### src/hdl/ttd_pkg.sv
// Package with the widths, types, constants and arctangent table of the turn toggle deflection block.
`default_nettype none
package ttd_pkg;

  localparam int COORD_WIDTH    = 24;
  localparam int ANGLE_WIDTH    = 16;
  localparam int CORDIC_STEPS   = 30;
  localparam int PRESCALE_SHIFT = 20;
  localparam int DIFF_W         = COORD_WIDTH + 1;
  localparam int CW             = DIFF_W + PRESCALE_SHIFT + 3;
  localparam int ZW             = 32;
  localparam int STEP_W         = 5;
  localparam int DEF_W          = 8;
  localparam int DIV_STEPS      = 8;
  localparam int DIV_STEP_W     = 3;
  localparam int TERM_W         = ANGLE_WIDTH + 7;
  localparam int NUM_W          = ANGLE_WIDTH + 15;
  localparam int CFG_IDX_W      = 2;
  localparam int CFG_DATA_W     = ANGLE_WIDTH;

  localparam logic [ANGLE_WIDTH-1:0] LO_ARC_RESET =
    ANGLE_WIDTH'(((2 ** ANGLE_WIDTH) * 8 + 180) / 360);
  localparam logic [ANGLE_WIDTH-1:0] HI_ARC_RESET =
    ANGLE_WIDTH'(((2 ** ANGLE_WIDTH) * 30 + 180) / 360);
  localparam logic [ZW-1:0] HALF_TURN  = ZW'(1) << (ZW - 1);
  localparam logic [ZW-1:0] ANG_ROUND  = ZW'(1) << (ZW - 1 - ANGLE_WIDTH);

  typedef enum logic [CFG_IDX_W-1:0] {
    CFG_LO_ARC = 2'd0,
    CFG_HI_ARC = 2'd1
  } cfg_reg_e;

  typedef struct packed {
    logic signed [COORD_WIDTH-1:0] start_x;
    logic signed [COORD_WIDTH-1:0] start_y;
    logic signed [COORD_WIDTH-1:0] end_x;
    logic signed [COORD_WIDTH-1:0] end_y;
    logic signed [COORD_WIDTH-1:0] center_x;
    logic signed [COORD_WIDTH-1:0] center_y;
    logic                          cw_turn;
  } in_item_t;

  typedef struct packed {
    logic [DEF_W-1:0]       left_deflect;
    logic [DEF_W-1:0]       right_deflect;
    logic [ANGLE_WIDTH-1:0] arc_angle;
  } out_item_t;

  typedef struct packed {
    logic signed [CW-1:0] x;
    logic signed [CW-1:0] y;
    logic [ZW-1:0]        z;
    logic                 zero;
  } cordic_vec_t;

  typedef struct packed {
    logic        valid;
    logic        right;
    logic        same;
    cordic_vec_t va;
    cordic_vec_t vb;
  } cordic_lane_t;

  typedef struct packed {
    logic                   valid;
    logic                   right;
    logic [ANGLE_WIDTH-1:0] arc;
    logic [NUM_W-1:0]       rem;
    logic [TERM_W-1:0]      den;
    logic [DEF_W-1:0]       quot;
  } div_lane_t;

  function automatic logic [ZW-1:0] atan_lut(input logic [STEP_W-1:0] idx);
    logic [ZW-1:0] r;
    case (idx)
      5'd0:    r = 32'd536870912;
      5'd1:    r = 32'd316933406;
      5'd2:    r = 32'd167458907;
      5'd3:    r = 32'd85004756;
      5'd4:    r = 32'd42667331;
      5'd5:    r = 32'd21354465;
      5'd6:    r = 32'd10679838;
      5'd7:    r = 32'd5340245;
      5'd8:    r = 32'd2670163;
      5'd9:    r = 32'd1335087;
      5'd10:   r = 32'd667544;
      5'd11:   r = 32'd333772;
      5'd12:   r = 32'd166886;
      5'd13:   r = 32'd83443;
      5'd14:   r = 32'd41722;
      5'd15:   r = 32'd20861;
      5'd16:   r = 32'd10430;
      5'd17:   r = 32'd5215;
      5'd18:   r = 32'd2608;
      5'd19:   r = 32'd1304;
      5'd20:   r = 32'd652;
      5'd21:   r = 32'd326;
      5'd22:   r = 32'd163;
      5'd23:   r = 32'd81;
      5'd24:   r = 32'd41;
      5'd25:   r = 32'd20;
      5'd26:   r = 32'd10;
      5'd27:   r = 32'd5;
      5'd28:   r = 32'd3;
      5'd29:   r = 32'd1;
      default: r = '0;
    endcase
    return r;
  endfunction

endpackage
`default_nettype wire

### src/hdl/ttd_cordic_cell.sv
// One vectoring CORDIC cell that turns both bearing vectors by one micro-rotation.
`default_nettype none
module ttd_cordic_cell import ttd_pkg::*; (
  input  wire logic        clk_i,
  input  wire logic        rst_ni,
  input  wire logic        en_i,
  input  wire logic [STEP_W-1:0] step_i,
  input  wire cordic_lane_t lane_i,
  output cordic_lane_t      lane_o
);

  cordic_lane_t lane_d, lane_q;

  function automatic cordic_vec_t rotate(input cordic_vec_t v, input logic [STEP_W-1:0] s);
    cordic_vec_t          r;
    logic signed [CW-1:0] xs;
    logic signed [CW-1:0] ys;
    logic [ZW-1:0]        a;
    xs = v.x >>> s;
    ys = v.y >>> s;
    a  = atan_lut(s);
    r  = v;
    if (v.y > 0) begin
      r.x = v.x + ys;
      r.y = v.y - xs;
      r.z = v.z + a;
    end else begin
      r.x = v.x - ys;
      r.y = v.y + xs;
      r.z = v.z - a;
    end
    return r;
  endfunction

  always_comb begin
    lane_d    = lane_i;
    lane_d.va = rotate(lane_i.va, step_i);
    lane_d.vb = rotate(lane_i.vb, step_i);
  end

  always_ff @(posedge clk_i or negedge rst_ni) begin
    if (!rst_ni) begin
      lane_q.valid <= 1'b0;
    end else if (en_i) begin
      lane_q <= lane_d;
    end
  end

  assign lane_o = lane_q;

endmodule
`default_nettype wire

### config.mk
export PLATFORM = sky130hd
export DESIGN_NAME = ttd_cordic_cell
export DESIGN_NICKNAME = d
export VERILOG_FILES = /design/src/hdl/ttd_pkg.sv /design/src/hdl/ttd_cordic_cell.sv
export SDC_FILE = /design/constraint.sdc
export NUM_CORES = 2
export LEC_CHECK = 0
export CAP_MARGIN = 20
export CORE_UTILIZATION = 65
export DETAILED_ROUTE_END_ITERATION = 8
export DONT_BUFFER_PORTS = 1
export GPL_TIMING_DRIVEN = 0
export PLACE_DENSITY = 0.81
export SLEW_MARGIN = 20
export SYNTH_ARGS = -nofsm -noshare
export SYNTH_HDL_FRONTEND = slang
export SYNTH_SLANG_ARGS = --single-unit
### constraint.sdc
create_clock -name clk_i -period 1 [get_ports clk_i]
set_clock_uncertainty 0.1 [all_clocks]
set_input_delay 0.05 -clock clk_i [delete_from_list [all_inputs] [get_ports clk_i]]
set_output_delay 0.05 -clock clk_i [all_outputs]
set_load 0.02 [all_outputs]
==> results.txt, run 1 <==
The flow did not finish. The last stage the flow got to is global routing (5_1_grt). The first error in the log reads "[ERROR GRT-0116] Global routing finished with congestion. Check the congestion regions in the DRC Viewer". The congestion estimate from routability-driven global placement came to 1.30. The die extent in x came out at 254 um. The synthesized netlist contains 112 unique library cells.

The number of sinks driven by the clock tree is 261. The number of placed instances, taps included, is 5345. Counting along the longest clock path gives a buffer depth of 3.

The sequential-to-total area share from yosys stat came out at 0.190. The maximum number of pins on one net before global-route repair came out at 64. Row generation in the floorplan step produced 92 rows. The number of enable-type register cells in the synthesized netlist came out at 260. The top cell type's share of synthesized area is 0.189. During I/O placement, the number of pins put on the boundary was 530.

For this run, the number of Yosys warnings is 0. After synthesis the netlist holds a flip-flop and latch count of 261. Synthesis produced a netlist with a net count of 5059. The total congestion overflow came out at 336. The floorplan die height came out at 254 um. The commonest cells after synthesis are 357 x nand2_1, 340 x a21oi_1, 337 x nor2_1, 291 x ha_1, 273 x o21ai_0.

The number of clock buffers added by TritonCTS is 28. The global-route wire length before repair came out at 401000 um. Of all cell types, the one taking the most synthesized area is edfxtp_1. The H-tree depth is 1.

The count of buffers from port buffering came out at 0. Synthesis handed over a netlist of 4493 instances. By area the synthesized netlist is led by edfxtp_1 19%, mux4_2 13%, ha_1 8.8%. The average size of a mapped cell came out at 9.20 sq um. Yosys instantiated no cell more often than nand2_1. The share of flip-flops with an asynchronous set or reset after synthesis is 0.00383. The root buffer cell chosen for the clock tree is clkbuf_16.

The via count of the first global-routing pass is 54527. For this run, the total global-route usage over all layers was measured as 0.847. In the synthesized netlist the dominant register cell turns out to be edfxtp_1. The half-perimeter wire length after placement is 168000 um. The cell area after synthesis is 41300 sq um. For this configuration, the core starts out at a cell density of 0.656.
per-layer routing:
metal,overflow,GRT usage
met5,4,0.468
met4,139,0.833
met3,27,0.762
met2,145,0.963
met1,21,0.842
what timing repair did:
action	in CTS
gates resized for setup	775
setup buffers	256
cloned	0
hold buffers	16
hold endpoints to repair	294
pin swaps	191
endpoints found under the setup margin	639
kinds of logic after synthesis:
| group | synth area share |
|---|---|
| buf+inv | 0.0452 |
| flops | 0.190 |
| simple gates | 0.149 |
| compound gates | 0.215 |
| mux | 0.224 |
| xor+xnor | 0.0865 |
| fa+ha+maj | 0.0913 |
stage by stage:
stage	setup WS, ns	hold slack, ns	util	area [sq um]
after detailed placement	-9.05	-0.346	0.690	43400
after global placement	-8.60	-0.346	0.687	43300
after floorplan	-4.94	-0.346	-	42200
after CTS	-4.76	-0.455	0.789	49700
==> run 2, diff against run 1 <==
CORE_UTILIZATION = 40   (was 65)
PLACE_DENSITY = not set   (was 0.81)
PLACE_DENSITY_LB_ADDON = 0.15   (was not set)
==> results.txt, run 2 <==
Result of the run: finished with violations (was did not finish). The checks that failed: negative hold slack, max-capacitance violations, max-slew violations, negative setup slack. The worst register-to-register path has a depth of 1.

The deepest clock path buffer count came out at 3 (unchanged). The share of the core filled with cells in the final layout came out at 0.547. The timing-limited maximum frequency is 155 MHz.

The worst hold path begins at lane_i[33]. The count of maximum capacitance violations came out at 1. The via total after detailed routing is 46477. After filler insertion, the fill cell instance count of the layout stands at 9174. Counting instances, the worst hold path has a depth of 1.

The sequential-to-total area share from yosys stat is 0.190 (unchanged). In this run the standard cell core region covers 102000 sq um. The endpoint identified for the worst register-to-register timing path is lane_o[260]$_DFFE_PN0P_. The total count of max-transition violations in the final report came out at 2. In this run the register-to-register setup slack is 0.04 ns.

The die extent in x came out at 323 um (was 254 um). The detailed router finished its first iteration with 6405 violations. The average vias per placed instance is 7.20.

The via count of the first global-routing pass came out at 42904. The unique cell type count in the Yosys netlist came out at 112 (unchanged). The count of buffers from port buffering is 0 (unchanged).

The number of register bits inferred by synthesis came to 261 (unchanged). The final clock period utilization by the worst path came out at 6.46. The critical path goes through nor4_1 -> nand4_1 -> nor3_4 -> or2_2 -> clkbuf_4 -> buf_2 -> a21oi_1 -> xor2_1 -> ha_1 -> and3b_1 -> or3_4 -> a2111o_1 -> o2111ai_4 -> buf_12 -> nand3b_1 -> o21ai_2 -> a31oi_4 -> a311oi_2 -> o21ai_1 -> xnor2_1. The kind of path behind the tightest hold check is in -> reg. The sequential cells in the finished layout cover a total of 7830 sq um. The initial antenna violation count is 19. The clock-pin slew reported for the worst setup and hold paths after clock tree synthesis came out at 0.06 ns. The worst-case vdd ir drop came out at 0.00153 V. The row count came to 117 (was 92). The hold buffer count at CTS was 19 (was 16).

The floorplan die height is 323 um (was 254 um). The largest incremental delay on the critical path is 1.65 ns. The flip-flop count of the largest register after layout came out at 261. The top cell type's share of synthesized area is 0.189 (unchanged).

The cell area after synthesis came out at 41300 sq um (unchanged). The static leakage came out at 21.7 nW. For this design the ratio of total power to cell area is 1390 nW/um^2.

The cell with the most instances after synthesis is nand2_1 (unchanged). The I/O pin count was 530 (unchanged). The endpoint of the worst hold-timing path is lane_o[33]$_DFFE_PP_. Setup repair after global routing could not meet its margin everywhere. The global-route wire length before repair came out at 348000 um. The worst setup path is of the in -> reg kind.

The worst setup path is launched from a primary input. The instance count of the mapped netlist is 4493 (unchanged). Top post-synthesis cells by count: 357 x nand2_1, 340 x a21oi_1, 337 x nor2_1, 291 x ha_1, 273 x o21ai_0 (unchanged).

The average size of a mapped cell came out at 9.20 sq um (unchanged). The number of routed nets with antenna violations is 0. For this design, the slowest cell found on the critical path is nor4_1. The final net count is 5615. The library cell used most frequently in the layout, excluding fill and tap cells, is buf_4. Across all setup checks in the final design, the least slack found is -5.46 ns. The final hold violation count came out at 254.

Dividing the detail-routed wire length by the instance count gives 40.9 um. The setup-violating endpoint count in the final report is 777. The beginning of the worst register-to-register path is lane_o[260]$_DFFE_PN0P_. The number of sinks driven by the clock tree came out at 261 (unchanged). The number of buffers created by CTS came out at 31 (was 28). TritonCTS built the clock tree. The share of flip-flops with an asynchronous set or reset after synthesis is 0.00383 (unchanged).

The area overhead of the layout relative to synthesis came out at 35.1%. The first TritonRoute pass finished after 8 iterations. Leaving out fill and tap cells, the most frequent cells in the layout are 456 x buf_4, 327 x nand2_1, 289 x nor2_1. Entering global routing, the biggest net connects 60 pins. The latest clock arrival within the worst-skew pair came out at 0.64 ns. The pre-CTS worst setup slack came to -9.44 ns (was -9.05 ns).

The most frequently used flop master after synthesis was edfxtp_1 (unchanged). For the finished layout, the period the worst path requires is 6.46 ns. For the pin with the worst max-slew slack, the measured transition is 2.11 ns. The worst max-slew margin expressed relative to the limit came out at -0.421. The buffer cell driving the clock tree root is clkbuf_16 (unchanged). The maximum net fanout on the critical path is 10. The total routed wirelength is 264000 um.

The critical path required time came out at 1.29 ns. The worst setup path is captured at a flop. The synthesized netlist net count came out at 5059 (unchanged). The total overflow left after global routing is 0. The global placer's final weighted congestion came to 1.13 (was 1.30). The worst slack on hold paths is -0.482 ns. The global router's overall resource usage is 0.479. For the worst setup path, the data arrival time is 6.75 ns. The area of the die came out at 105000 sq um. The half-perimeter wire length after placement came out at 193000 um (was 168000 um).

The initial core utilization came out at 0.405 (was 0.656). The synthesis warning total came out at 0 (unchanged). Summing all multi-input logic gate instances after layout gives 36300 sq um. The number of enable-type register cells in the synthesized netlist came to 260 (unchanged). The post-synthesis cell type with the largest combined area was edfxtp_1 (unchanged). The fraction of layout cells with a size suffix above 1 came out at 0.373. For this run, design rule violations remaining after detail routing come to 0. The H-tree depth came out at 1 (unchanged).

Top cells by area, synth: edfxtp_1 19%, mux4_2 13%, ha_1 8.8% (unchanged).
-- run 2: cell type report --
| cell class | count | area share |
|---|---|---|
| Antenna cell | 13 | 0.000583 |
| Buffer | 256 | 0.0631 |
| Clock buffer | 45 | 0.0154 |
| Clock inverter | 13 | 0.00244 |
| Inverter | 82 | 0.00623 |
| Multi-Input combinational cell | 3870 | 0.651 |
| Sequential cell | 261 | 0.140 |
| Tap cell | 1368 | 0.0307 |
| Timing Repair Buffer | 547 | 0.0906 |
-- run 2: routing by layer --
metal / global-route usage / part of all wire
met5: 0.00694 / 0.00077
met4: 0.374 / 0.099
met3: 0.212 / 0.14
met2: 0.703 / 0.42
met1: 0.542 / 0.34
-- run 2: repair_timing --
action,CTS,global route
gates resized for setup,844,559
cloned,2,3
pin swaps,195,294
setup buffers,266,253
endpoints found under the setup margin,632,777
endpoints found under the hold margin,303,252
-- run 2: critical path: cells and delay by family --
family / cells / cell delay (ns)
xor+xnor: 2 / 0.33
simple gates: 7 / 3.26
fa+ha+maj: 1 / 0.39
buf+inv: 3 / 1.03
compound gates: 7 / 1.65
-- run 2: through the flow --
stage	cells	hold slack, ns	TNS, ns	instance area [sq um]	total power, mW
global route	6443	-0.487	-1262.95	55800	80.5
global placement	5861	-0.346	-2351.45	43900	54.3
detailed placement	5869	-0.346	-1899.81	44100	54.2
floorplan	4493	-0.346	-1322.54	42200	43.8
CTS	6205	-0.504	-1144.32	51200	71.1
finish	6455	-0.482	-1247.15	55800	77.7
-- run 2: worst max-delay path by stage --
| stage | from | end | depth (start not counted) | slack [ns] |
|---|---|---|---|---|
| floorplan | step_i[1] | lane_o[160]$_DFFE_PP_ | 32 | -4.94 |
| global placement | step_i[4] | lane_o[208]$_DFFE_PP_ | 23 | -9.50 |
| detailed placement | step_i[4] | lane_o[208]$_DFFE_PP_ | 23 | -9.44 |
| CTS | step_i[0] | lane_o[209]$_DFFE_PP_ | 31 | -4.79 |
| global route | lane_i[40] | lane_o[128]$_DFFE_PP_ | 20 | -5.31 |
| finish | lane_i[40] | lane_o[128]$_DFFE_PP_ | 20 | -5.46 |
-- run 2: where the power goes --
part	leakage [nW]	internal [mW]	switching, mW	total [mW]
Combinational	18.8	20.9	26.8	47.7
Clock	0.480	6.45	4.85	11.3
Sequential	2.46	15.5	3.18	18.7
-- run 2: kinds of logic (layout without fill, tap and decap cells) --
logic type               after synthesis  after routing  synth area share
AO/OA/AOI/OAI                       1345           1345             0.215
AND/OR/NAND/NOR                     1256           1256             0.149
multiplexers                         563            563             0.224
XOR/XNOR                             408            408            0.0865
buffers and inverters                362            943            0.0452
adder cells (fa/ha/maj)              298            298            0.0913
flip-flops                           261            261             0.190
other                                  0             13                 0
No activity file was read; power rests on OpenSTA's default activity.
