===== config.mk =====
export PLATFORM = sky130hd
export DESIGN_NAME = ttd_div_cell
export DESIGN_NICKNAME = d
export VERILOG_FILES = /design/src/hdl/ttd_pkg.sv /design/src/hdl/ttd_div_cell.sv
export SDC_FILE = /design/constraint.sdc
export NUM_CORES = 1
export LEC_CHECK = 0
export BUFFER_PORTS_ARGS = -buffer_cell sky130_fd_sc_hd__buf_2
export CAP_MARGIN = 30
export CORE_MARGIN = 3
export CORE_UTILIZATION = 52
export DETAILED_ROUTE_END_ITERATION = 8
export PLACE_DENSITY = 0.81
export RECOVER_POWER = 50
export SYNTH_ARGS = -nofsm -noshare
export SYNTH_HDL_FRONTEND = slang
export SYNTH_SLANG_ARGS = --single-unit

===== constraint.sdc =====
create_clock -name clk_i -period 1 [get_ports clk_i]
set_clock_uncertainty 0.2 [all_clocks]
set_input_delay 0 -clock clk_i [delete_from_list [all_inputs] [get_ports clk_i]]
set_output_delay 0 -clock clk_i [all_outputs]
set_load 0.1 [all_outputs]

===== src/hdl/ttd_pkg.sv =====
// Package with the widths, types, constants and arctangent table of the turn toggle deflection block.
`default_nettype none
package ttd_pkg;

  localparam int COORD_WIDTH    = 24;
  localparam int ANGLE_WIDTH    = 16;
  localparam int CORDIC_STEPS   = 30;
  localparam int PRESCALE_SHIFT = 20;
  localparam int DIFF_W         = COORD_WIDTH + 1;
  localparam int CW             = DIFF_W + PRESCALE_SHIFT + 3;
  localparam int ZW             = 32;
  localparam int STEP_W         = 5;
  localparam int DEF_W          = 8;
  localparam int DIV_STEPS      = 8;
  localparam int DIV_STEP_W     = 3;
  localparam int TERM_W         = ANGLE_WIDTH + 7;
  localparam int NUM_W          = ANGLE_WIDTH + 15;
  localparam int CFG_IDX_W      = 2;
  localparam int CFG_DATA_W     = ANGLE_WIDTH;

  localparam logic [ANGLE_WIDTH-1:0] LO_ARC_RESET =
    ANGLE_WIDTH'(((2 ** ANGLE_WIDTH) * 8 + 180) / 360);
  localparam logic [ANGLE_WIDTH-1:0] HI_ARC_RESET =
    ANGLE_WIDTH'(((2 ** ANGLE_WIDTH) * 30 + 180) / 360);
  localparam logic [ZW-1:0] HALF_TURN  = ZW'(1) << (ZW - 1);
  localparam logic [ZW-1:0] ANG_ROUND  = ZW'(1) << (ZW - 1 - ANGLE_WIDTH);

  typedef enum logic [CFG_IDX_W-1:0] {
    CFG_LO_ARC = 2'd0,
    CFG_HI_ARC = 2'd1
  } cfg_reg_e;

  typedef struct packed {
    logic signed [COORD_WIDTH-1:0] start_x;
    logic signed [COORD_WIDTH-1:0] start_y;
    logic signed [COORD_WIDTH-1:0] end_x;
    logic signed [COORD_WIDTH-1:0] end_y;
    logic signed [COORD_WIDTH-1:0] center_x;
    logic signed [COORD_WIDTH-1:0] center_y;
    logic                          cw_turn;
  } in_item_t;

  typedef struct packed {
    logic [DEF_W-1:0]       left_deflect;
    logic [DEF_W-1:0]       right_deflect;
    logic [ANGLE_WIDTH-1:0] arc_angle;
  } out_item_t;

  typedef struct packed {
    logic signed [CW-1:0] x;
    logic signed [CW-1:0] y;
    logic [ZW-1:0]        z;
    logic                 zero;
  } cordic_vec_t;

  typedef struct packed {
    logic        valid;
    logic        right;
    logic        same;
    cordic_vec_t va;
    cordic_vec_t vb;
  } cordic_lane_t;

  typedef struct packed {
    logic                   valid;
    logic                   right;
    logic [ANGLE_WIDTH-1:0] arc;
    logic [NUM_W-1:0]       rem;
    logic [TERM_W-1:0]      den;
    logic [DEF_W-1:0]       quot;
  } div_lane_t;

  function automatic logic [ZW-1:0] atan_lut(input logic [STEP_W-1:0] idx);
    logic [ZW-1:0] r;
    case (idx)
      5'd0:    r = 32'd536870912;
      5'd1:    r = 32'd316933406;
      5'd2:    r = 32'd167458907;
      5'd3:    r = 32'd85004756;
      5'd4:    r = 32'd42667331;
      5'd5:    r = 32'd21354465;
      5'd6:    r = 32'd10679838;
      5'd7:    r = 32'd5340245;
      5'd8:    r = 32'd2670163;
      5'd9:    r = 32'd1335087;
      5'd10:   r = 32'd667544;
      5'd11:   r = 32'd333772;
      5'd12:   r = 32'd166886;
      5'd13:   r = 32'd83443;
      5'd14:   r = 32'd41722;
      5'd15:   r = 32'd20861;
      5'd16:   r = 32'd10430;
      5'd17:   r = 32'd5215;
      5'd18:   r = 32'd2608;
      5'd19:   r = 32'd1304;
      5'd20:   r = 32'd652;
      5'd21:   r = 32'd326;
      5'd22:   r = 32'd163;
      5'd23:   r = 32'd81;
      5'd24:   r = 32'd41;
      5'd25:   r = 32'd20;
      5'd26:   r = 32'd10;
      5'd27:   r = 32'd5;
      5'd28:   r = 32'd3;
      5'd29:   r = 32'd1;
      default: r = '0;
    endcase
    return r;
  endfunction

endpackage
`default_nettype wire


===== src/hdl/ttd_div_cell.sv =====
// One restoring division cell that settles one quotient bit of the deflection.
`default_nettype none
module ttd_div_cell import ttd_pkg::*; (
  input  wire logic                  clk_i,
  input  wire logic                  rst_ni,
  input  wire logic                  en_i,
  input  wire logic [DIV_STEP_W-1:0] step_i,
  input  wire div_lane_t             lane_i,
  output div_lane_t                  lane_o
);

  div_lane_t        lane_d, lane_q;
  logic [NUM_W-1:0] den_sh;
  logic             ge;

  always_comb begin
    den_sh = NUM_W'(lane_i.den) << step_i;
    ge     = lane_i.rem >= den_sh;
    lane_d = lane_i;
    lane_d.rem  = ge ? (lane_i.rem - den_sh) : lane_i.rem;
    lane_d.quot = {lane_i.quot[DEF_W-2:0], ge};
  end

  always_ff @(posedge clk_i or negedge rst_ni) begin
    if (!rst_ni) begin
      lane_q.valid <= 1'b0;
    end else if (en_i) begin
      lane_q <= lane_d;
    end
  end

  assign lane_o = lane_q;

endmodule
`default_nettype wire


==> results.py, run 1 <==
metrics = {
    "cts": {
        "htree_levels": 3,
        "clock_path_buffers": 2,
        "clock_sinks": 80,
        "cts_buffers": 9,
        "post_cts_resized": 200,
        "cts_hold_buf": 77,
        "cts_setup_buffers": 34,
        "root_buffer": "clkbuf_8",
    },
    "floorplan": {
        "io_pins": 166,
        "die_w_um": 106,
        "start_util_pct": 53.6,
        "die_h_um": 106,
        "fp-row-count": 36,
    },
    "synth": {
        "synthFlopType": "edfxtp_1",
        "synth_warnings": 0,
        "synth_top_family_by_area": "compound AO/OA/AOI/OAI gates",
        "synth_top_cell_area_share_pct": 45.3,
        "synth-xor-area-share_pct": 4.01,
        "synth_fa_ha_area_share_pct": 8.26,
        "synth_area_leader_cell": "edfxtp_1",
        "synth-compound-area-share_pct": 16.4,
        "synth_simple_gate_area_share_pct": 11.1,
        "ys_ff_latch": 80,
        "synthTopCellsByCount": "edfxtp_1 (79), nand2_1 (50), o21ai_0 (38), ha_1 (33), mux2i_1 (27)",
        "synth_area_leaders": "edfxtp_1 (45%), ha_1 (7.9%), mux4_2 (5.6%)",
        "synthMuxAreaShare_pct": 12.3,
        "synth_edf_count": 79,
        "seq_area_frac_synth_pct": 45.8,
        "synth_area_sq_mm": 0.00524,
        "synth_most_common_cell": "edfxtp_1",
        "syn_inst": 462,
        "async_reset_ff_share_pct": 1.25,
        "synth_nets": 582,
        "avgSynthCellArea_sq_um": 11.3,
        "synth.distinct_cells": 59,
    },
    "placement": {
        "dpl.hpwl_um": 15500,
        "gp_congestion": 0.991,
        "dp_slack_ps": -2870,
        "io_buffers": 164,
        "placed_area_sq_mm": 0.00838,
    },
    "outcome": {
        "failing_step": "clock tree synthesis",
        "error": "[ERROR DPL-0038] Utilization greater than 100%, impossible to legalize",
        "status": "stopped before the end",
    },
}
-- stage by stage --
stage | instances | hold slack [ps]
global placement | 865 | -326
detailed placement | 865 | -303
floorplan | 462 | -496
-- kinds of logic after synthesis --
kind of cell / Yosys count
AND/OR/NAND/NOR: 122
multiplexers: 47
XOR/XNOR: 24
AO/OA/AOI/OAI: 128
buffers and inverters: 27
adder cells (fa/ha/maj): 34
flip-flops: 80
==> inputs of run 2 (changes only) <==
- CORE_UTILIZATION: 52 -> 40
- PLACE_DENSITY: 0.81 -> not set
- PLACE_DENSITY_LB_ADDON: not set -> 0.15
==> run 2 against run 1 <==
Net effect:
- the flow now finishes, with violations (negative hold slack, negative setup slack)
- synthesized cell count unchanged
- synthesized area unchanged
==> results.py, run 2 <==
metrics = {
    "outcome": {
        "status": "finished with violations",
        "violations": "negative hold slack, negative setup slack",
    },
    "cts": {
        "insertion_delay_ps": 350,
        "cts_tree": "built",
        "cts.clk_slew.worst_paths_ps": 70,
        "root_buffer": "clkbuf_16",
        "clock_path_buffers": 2,
        "htree_levels": 3,
        "clock_sinks": 80,
        "cts_buffers": 9,
    },
    "critical_path": {
        "crit_end": "lane_o[60]",
        "regToRegEndpoint": "lane_o[79]",
        "reg2reg_slack_ps": -70,
        "end_kind": "flip-flop",
        "worstPathCellList": "buf_12 -> buf_12 -> mux2_4 -> nor2_4 -> a21oi_2 -> mux2i_1 -> ha_1 -> a21o_1 -> a211o_1 -> o21a_4 -> o41ai_4 -> buf_4 -> o31ai_4 -> a311oi_2 -> xor2_1 -> o21ai_1",
        "critical_path.slowest_cell": "a311oi_2",
        "critPathMaxStageDelay_ps": 350,
        "cp-start-kind": "input port",
        "regToRegStartpoint": "lane_o[79]",
        "path_common_cell": "buf_12",
        "crit_arrival_ps": 3130,
        "worst-path-stages": 16,
        "cp_max_fo": 5,
        "startpoint": "step_i[1]",
        "cp_top_family": "compound AO/OA/AOI/OAI gates",
        "reg2reg_depth": 1,
        "criticalPathCategory": "in -> reg",
        "worstPathRequired_ps": 900,
        "critPathBufInv": 3,
    },
    "synth": {
        "ys_ff_latch": 80,
        "synthTopCellsByCount": "edfxtp_1 (79), nand2_1 (50), o21ai_0 (38), ha_1 (33), mux2i_1 (27)",
        "synth.distinct_cells": 59,
        "synth_nets": 582,
        "syn_inst": 462,
        "synth_top_cell_area_share_pct": 45.3,
        "synth_warnings": 0,
        "avgSynthCellArea_sq_um": 11.3,
        "seq_area_frac_synth_pct": 45.8,
        "synth_edf_count": 79,
        "synthFlopType": "edfxtp_1",
        "async_reset_ff_share_pct": 1.25,
        "synth_area_sq_mm": 0.00524,
        "synth_area_leader_cell": "edfxtp_1",
        "synth_area_leaders": "edfxtp_1 (45%), ha_1 (7.9%), mux4_2 (5.6%)",
        "synth_most_common_cell": "edfxtp_1",
    },
    "detailed_routing": {
        "vias": 6218,
        "firstDrtPassIters": 7,
        "drt-initial-drc-count": 619,
        "drc": 0,
        "drtAntennaViolNets": 0,
        "wl_um": 26500,
        "vias_per_cell": 5.85,
        "drt-wirelength-per-cell_um": 25.0,
    },
    "floorplan": {
        "start_util_pct": 41.2,
        "dieArea_sq_mm": 0.0145,
        "coreArea_sq_mm": 0.0127,
        "die_h_um": 120,
        "die_w_um": 120,
        "fp-row-count": 41,
        "io_pins": 166,
    },
    "timing": {
        "hold_violations": 12,
        "min_period_ps": 3230,
        "fin_crit_sh_pct": 323,
        "drv_slew": 0,
        "worst_pin_slew_ps": 486,
        "setup_viol": 113,
        "worst_slack_ps": -2230,
        "slew_headroom_pct": 67.6,
        "rsz0062_at_grt": "true",
        "whs_ps": -189,
        "fmax_ghz": 0.310,
    },
    "placement": {
        "io_buffers": 164,
        "dpl.hpwl_um": 13700,
        "gp_congestion": 0.867,
    },
    "power_and_ir_drop": {
        "total_power_mw": 17.1,
        "power.density_mw_per_mm2": 1560,
        "cellLeakagePower_nw": 4.66,
        "vdd_drop_max_mv": 1.09,
    },
    "layout": {
        "nFillCells": 571,
        "largest_register_ffs": 80,
        "layout_common_cells": "buf_4 (162), buf_12 (91), buf_2 (81), edfxtp_1 (79), dlygate4sd3_1 (69)",
        "area_growth_pct": 110,
        "fin_util_pct": 86.4,
        "diodes": 0,
        "final_common_cell": "buf_4",
        "seq_area_sq_mm": 0.00240,
        "layout.nets": 1005,
        "drive_above_1_share_pct": 59.6,
        "multi_input_area_sq_mm": 0.00355,
    },
    "grt": {
        "met1_usage_pct": 36.8,
        "grt_overflow_total": 0,
        "met3_usage_pct": 5.38,
        "use_met2_pct": 56.5,
        "grt_pass1_vias": 6303,
        "busiest_layer": "met2",
        "grt_max_degree": 33,
        "grtUsageTotal_pct": 31.6,
        "grt_antenna_before_repair": 0,
        "grt_first_pass_wirelength_um": 35300,
    },
    "worst_hold_path": {
        "min_path_type": "in -> reg",
        "hold_depth": 2,
    },
    "job": {
        "drv_cap": 0,
    },
}
-- run 2: cell families after synthesis --
family,Yosys count,share of synthesized area (%)
buf+inv,27,2.20
xor+xnor,24,4.01
compound gates,128,16.4
simple gates,122,11.1
flops,80,45.8
mux,47,12.3
fa+ha+maj,34,8.26
-- run 2: worst min path at each step --
| stage | from | endpoint | slack (ps) |
|---|---|---|---|
| after floorplan | rst_ni | lane_o[79] | -500 |
| after global placement | rst_ni | lane_o[79] | -320 |
| after detailed placement | rst_ni | lane_o[79] | -320 |
| after CTS | lane_i[35] | lane_o[35] | -240 |
| after global routing | lane_i[42] | lane_o[42] | -190 |
| final | lane_i[42] | lane_o[42] | -190 |
-- run 2: final cells by class --
class                           count  area share [%]
Sequential cell                    80            21.8
Clock buffer                        9            2.05
Inverter                            7           0.262
Clock inverter                      7           0.558
Timing Repair Buffer              432            41.1
Tap cell                          172            1.96
Multi-Input combinational cell    355            32.3
-- run 2: power breakdown --
part | leakage (nW) | internal (mW) | switching, mW
Clock | 0.135 | 1.73 | 1.62
Sequential | 0.751 | 4.14 | 0.278
Combinational | 3.78 | 4.14 | 5.23
Total | 4.66 | 10.0 | 7.12
-- run 2: layer usage --
layer	wire, um	vias to the layer above	share of wire (%)
met5	0	-	0
met4	1740	0	6.5
met3	2240	142	8.5
met2	13200	459	50
met1	9320	2986	35
li1	-	2631	-
-- run 2: metrics by stage --
stage	setup TNS (ps)	std cells	instance area (sq um)	hold slack, ps	setup WS (ps)
after floorplan	-87800	462	5330	-496	-2070
after global placement	-80160	937	8700	-324	-2550
after detailed placement	-82780	937	8700	-315	-2620
after CTS	-71350	1056	10700	-243	-1900
after global routing	-86230	1062	11000	-192	-2350
final	-81570	1062	11000	-189	-2230
-- run 2: what timing repair did --
item / 4_1_cts / 5_1_grt
cloned: 4 / 0
buffers inserted: 33 / 12
resized for setup: 161 / 67
endpoints found under the setup margin: 113 / 113
pin swaps: 60 / 34
hold buffers: 68 / 1
endpoints found under the hold margin: 80 / 13
No activity file was read; power rests on OpenSTA's default activity.
==> inputs of run 3 (changes only) <==
- REMOVE_ABC_BUFFERS: not set -> 1
==> run 3 against run 2 <==
Net effect:
- the flow still finishes with violations (negative hold slack, negative setup slack)
- flip-flop and latch count did not move
- die area is the same
- routed wire length fell by 16%
- power shrank 3.3%
- critical path depth is the same
- cell count is 0.66% lower
- worst hold slack got worse by 27 ps
- worst setup slack improved by 170 ps
- clock power increased by 5%
- non-clock buffer count fell by 8
- critical endpoint is now lane_o[59]
- sequential share of layout area up 0.65 points
- cell area down 3.0%
==> results.py, run 3 (synthesis gave the netlist of run 2 again) <==
metrics = {
    "outcome": {
        "status": "finished with violations",
        "violations": "negative hold slack, negative setup slack",
    },
    "critical_path": {
        "reg2reg_depth": 2,
        "regToRegStartpoint": "lane_o[79]",
        "regToRegEndpoint": "lane_o[79]",
        "cp-start-kind": "input port",
        "crit_arrival_ps": 3040,
        "startpoint": "step_i[1]",
        "end_kind": "flip-flop",
        "reg2reg_slack_ps": -110,
        "worstPathRequired_ps": 990,
        "cp_max_fo": 7,
        "criticalPathCategory": "in -> reg",
        "crit_end": "lane_o[59]",
    },
    "layout": {
        "layout.nets": 997,
        "fin_util_pct": 83.8,
        "layout_common_cells": "buf_4 (159), buf_12 (87), buf_2 (80), edfxtp_1 (79), dlygate4sd3_1 (76)",
        "finalNonFillerCells": 1055,
        "area_growth_pct": 103,
        "drive_above_1_share_pct": 54.8,
        "final_common_cell": "buf_4",
        "nFillCells": 688,
        "largest_register_ffs": 80,
    },
    "timing": {
        "fmax_ghz": 0.327,
        "setup_tns_ps": -73780,
        "worst_pin_slew_ps": 416,
        "setup_viol": 113,
        "slew_headroom_pct": 72.0,
        "drv_slew": 0,
        "min_period_ps": 3050,
        "worst_slack_ps": -2050,
        "rsz0062_at_grt": "true",
        "fin_crit_sh_pct": 305,
        "whs_ps": -216,
        "hold_violations": 6,
    },
    "worst_hold_path": {
        "hold_depth": 2,
        "min_path_type": "in -> reg",
    },
    "detailed_routing": {
        "drc": 0,
        "wl_um": 22200,
        "drt-wirelength-per-cell_um": 21.1,
        "vias": 5728,
        "drt-initial-drc-count": 396,
        "drtAntennaViolNets": 0,
        "firstDrtPassIters": 5,
        "vias_per_cell": 5.43,
    },
    "grt": {
        "grt_antenna_before_repair": 1,
        "grt_first_pass_wirelength_um": 32200,
        "grtUsageTotal_pct": 28.5,
        "grt_max_degree": 38,
        "grt_pass1_vias": 6028,
        "grt_overflow_total": 0,
    },
    "power_and_ir_drop": {
        "power.density_mw_per_mm2": 1550,
        "cellLeakagePower_nw": 4.56,
        "power.switching_mw": 6.64,
        "p_seq_share_pct": 26.6,
        "total_power_mw": 16.6,
        "combPwrFrac_pct": 52.1,
        "p_clk_share_pct": 21.3,
        "switching_share_pct": 40.1,
        "vdd_drop_max_mv": 1.01,
        "intPower_mw": 9.93,
    },
    "placement": {
        "dpl.hpwl_um": 13700,
        "io_buffers": 164,
        "gp_congestion": 0.965,
        "dp.cells": 937,
    },
    "job": {
        "drv_cap": 0,
    },
    "cts": {
        "cts.clk_slew.worst_paths_ps": 70,
        "clock_path_buffers": 2,
        "insertion_delay_ps": 340,
        "cts_hold_buf": 76,
        "htree_levels": 3,
        "cts_tree": "built",
        "cts_buffers": 9,
        "clock_sinks": 80,
        "root_buffer": "clkbuf_16",
    },
    "floorplan": {
        "fp-row-count": 41,
        "coreArea_sq_mm": 0.0127,
        "start_util_pct": 41.2,
        "die_w_um": 120,
        "die_h_um": 120,
        "dieArea_sq_mm": 0.0145,
        "io_pins": 166,
    },
}
==> run 3: changes by cell type in the layout (fill, tap and decap cells not counted), moves of 5 or more <==
| cell | previous run | this run |
|---|---|---|
| nor2_2 | 9 | 4 |
| nor2_1 | 13 | 18 |
| ha_4 | 10 | 5 |
| o21ai_2 | 24 | 9 |
| o21ai_1 | 5 | 23 |
| dlygate4sd3_1 | 69 | 76 |
==> run 3: how the worst min path moves through the flow <==
| stage | from | to | slack (ps) |
|---|---|---|---|
| global route | lane_i[42] | lane_o[42] | -200 |
| detailed placement | rst_ni | lane_o[79] | -310 |
| global placement | rst_ni | lane_o[79] | -320 |
| CTS | lane_i[42] | lane_o[42] | -230 |
| floorplan | rst_ni | lane_o[79] | -500 |
| finish | lane_i[42] | lane_o[42] | -220 |
==> run 3: area by class of cell <==
class / count / area, sq um / area share, %
Multi-Input combinational cell: 355 / 3360 / 31.5
Clock inverter: 7 / 80.1 / 0.751
Clock buffer: 9 / 225 / 2.11
Inverter: 7 / 31.3 / 0.293
Sequential cell: 80 / 2400 / 22.5
Tap cell: 172 / 215 / 2.02
Antenna cell: 1 / 2.50 / 0.0235
Timing Repair Buffer: 424 / 4350 / 40.8
==> run 3: power groups by stage <==
stage               logic (mW)  clock network [mW]  registers [mW]
detailed placement        7.13                   0            4.46
finish                    8.64                3.53            4.40
CTS                       7.96                3.53            4.39
global placement          7.06                   0            4.44
floorplan                 1.93                   0            6.46
global route              9.03                3.71            4.43
==> run 3: through the flow <==
stage	instance area (sq um)	setup WS, ps
2_1_floorplan	5150	-2470
3_3_place_gp	8650	-2830
3_5_place_dp	8650	-2850
4_1_cts	10200	-1970
5_1_grt	10700	-2190
6_report	10700	-2050
==> run 3: layer usage <==
metal	vias to the layer above	track usage, %	share of wire [%]
met1	2759	33.7	37
met4	0	10.8	4.1
met3	72	5.43	7.2
met5	-	0	0
li1	2607	-	-
met2	290	51.3	52
==> run 3: what timing repair did <==
item,CTS,global route
setup buffers,15,13
pin swaps,40,44
hold endpoints to repair,80,6
gates cloned,1,0
setup endpoints to repair,112,113
gates resized for setup,107,89
==> run 3: critical path, cell delays in order <==
cell and delay, ps:
buf_12 110, buf_12 110, buf_4 140, mux4_2 540
buf_4 150, buf_4 130, mux2i_4 180, ha_4 250
a21oi_1 180, o21ai_2 110, nor2_2 170, a21oi_4 90
a21oi_4 210, buf_6 180, mux2_4 310, nor3_2 180
==> inputs of run 4 (changes only) <==
- clock period: 1 -> 3.26 ns (I/O delays scaled with it)
==> run 4 against run 3 <==
Net effect:
- global-route usage is 5.9 points lower
- critical path depth stayed put
- sequential power is 71% lower
- sequential share of layout area is 6.0 points higher
- the flow now finishes without violations
- die area stayed put
- clock-buffer cell count stayed put
- core utilization is 18 points lower
- cell count is 6.6% lower
- power is 73% lower
- via count is 11% lower
- non-clock buffer count is 70 lower
==> results.py, run 4 (synthesis gave the netlist of run 2 again) <==
metrics = {
    "floorplan": {
        "fp-row-count": 41,
        "io_pins": 166,
        "start_util_pct": 41.2,
        "die_h_um": 120,
        "dieArea_sq_mm": 0.0145,
        "coreArea_sq_mm": 0.0127,
        "die_w_um": 120,
    },
    "critical_path": {
        "worstPathCellList": "dlygate4sd3_1 -> buf_2 -> mux2_2 -> nor2_1 -> a21oi_1 -> mux2i_1 -> ha_1 -> and2_1 -> nand2_1 -> nor2_1 -> a31oi_1 -> o21ai_1 -> a21oi_4 -> buf_12 -> mux2_2 -> nor3_1",
        "cp_top_family": "buffers and inverters",
        "cp_max_fo": 10,
        "cp-start-kind": "input port",
        "worstPathRequired_ps": 3240,
        "end_kind": "flip-flop",
        "critical_path.slowest_cell": "dlygate4sd3_1",
        "critPathBufInv": 3,
        "crit_arrival_ps": 3160,
        "critPathMaxStageDelay_ps": 540,
        "criticalPathCategory": "in -> reg",
    },
    "placement": {
        "dp.cells": 879,
        "io_buffers": 164,
        "dpl.hpwl_um": 12100,
        "gp_congestion": 0.992,
        "dp_slack_ps": -563,
    },
    "cts": {
        "insertion_delay_ps": 340,
        "clock_path_buffers": 2,
        "clock_sinks": 80,
        "root_buffer": "clkbuf_16",
        "htree_levels": 3,
        "cts_tree": "built",
        "cts_buffers": 9,
        "cts.clk_slew.worst_paths_ps": 60,
    },
    "grt": {
        "grt_max_degree": 80,
        "grt_overflow_total": 0,
        "grt_pass1_vias": 5035,
        "grtUsageTotal_pct": 22.7,
        "grt_antenna_before_repair": 1,
        "grt_first_pass_wirelength_um": 25800,
    },
    "timing": {
        "setup_tns_ps": 0,
        "whs_ps": 170,
        "slew_headroom_pct": 66.2,
        "drv_slew": 0,
        "setup_viol": 0,
        "rsz0062_at_grt": "true",
        "fmax_ghz": 0.314,
        "worst_slack_ps": 72.2,
        "fin_crit_sh_pct": 97.8,
        "min_period_ps": 3190,
        "hold_violations": 0,
        "worst_pin_slew_ps": 510,
    },
    "detailed_routing": {
        "firstDrtPassIters": 6,
        "wl_um": 16600,
        "vias_per_cell": 5.18,
        "drtAntennaViolNets": 0,
        "drc": 0,
        "vias": 5102,
        "drt-initial-drc-count": 349,
        "drt-wirelength-per-cell_um": 16.9,
    },
    "outcome": {
        "status": "completed",
    },
    "layout": {
        "drive_above_1_share_pct": 40.1,
        "largest_register_ffs": 80,
        "nFillCells": 1024,
        "finalNonFillerCells": 985,
        "area_growth_pct": 60.4,
        "final_common_cell": "buf_2",
        "layout_common_cells": "buf_2 (153), buf_4 (100), dlygate4sd3_1 (83), edfxtp_1 (79), nand2_1 (50)",
        "layout.nets": 927,
    },
    "power_and_ir_drop": {
        "power.density_mw_per_mm2": 531,
        "cellLeakagePower_nw": 3.63,
        "vdd_drop_max_mv": 0.299,
        "total_power_mw": 4.46,
    },
    "job": {
        "drv_cap": 0,
    },
    "worst_hold_path": {
        "min_path_type": "in -> reg",
    },
}
==> run 4: changes by cell type in the layout (fill, tap and decap cells not counted), moves of 9 or more <==
cell	change
buf_12	-81
o21ai_0	+26
a21oi_1	+10
o21ai_2	-9
buf_6	-16
o21ai_1	-16
buf_2	+73
clkbuf_1	+9
buf_4	-59
nand2_1	+9
==> run 4: through the flow <==
step,area (sq um),util [%]
2_1_floorplan,5150,-
3_3_place_gp,7020,55.2
3_5_place_dp,7020,55.2
4_1_cts,8210,64.5
5_1_grt,8400,66.0
6_report,8400,66.0
==> run 4: path summary, 6_finish.rpt <==
| path | slack [ps] | end | startpoint | cells after the start |
|---|---|---|---|---|
| setup / recovery | 70 | lane_o[59] | lane_i[30] | 16 |
| hold / removal | 170 | lane_o[64] | lane_i[64] | 2 |
| setup reg to reg | 1760 | lane_o[79] | lane_o[79] | 2 |
| hold reg to reg | 860 | lane_o[79] | lane_o[79] | 2 |
| max in group asynchronous | 2450 | lane_o[79] | rst_ni | 3 |
| min in group asynchronous | 310 | lane_o[79] | rst_ni | 3 |
==> run 4: final cells by class <==
type	instances	area [sq um]	area share [%]
inverter	7	26.3	0.313
multi-input combinational	355	2850	33.9
antenna	1	2.50	0.0298
tap	172	215	2.56
clock buffer	9	225	2.68
timing repair buffer	354	2560	30.5
sequential	80	2400	28.5
clock inverter	7	126	1.50
==> run 4: what timing repair did <==
item,CTS,global route
endpoints found under the hold margin,80,12
endpoints found under the setup margin,4,27
hold buffers,82,1
buffers inserted,0,4
pin swaps,0,8
gates resized for setup,3,25
gates cloned,0,1
==> run 4: where the power goes <==
part	total [mW]	internal, mW	switching, mW
Clock	1.20	0.759	0.441
Sequential	1.29	1.26	0.0231
Combinational	1.97	0.689	1.28
==> run 4: routing by layer <==
metal  vias to the layer above  routed length [um]  track usage [%]
li1                       2469                   -                -
met1                      2411                7040             28.2
met2                       188                8270             39.8
met3                        34                 974             4.82
met4                         0                 360             6.59
met5                         -                   0                0
==> run 4: worst reg2reg max path, cell delays in order (launching register included) <==
cell	delay, ps
dfrtp_1	380
mux2_2	260
dlygate4sd3_1	550
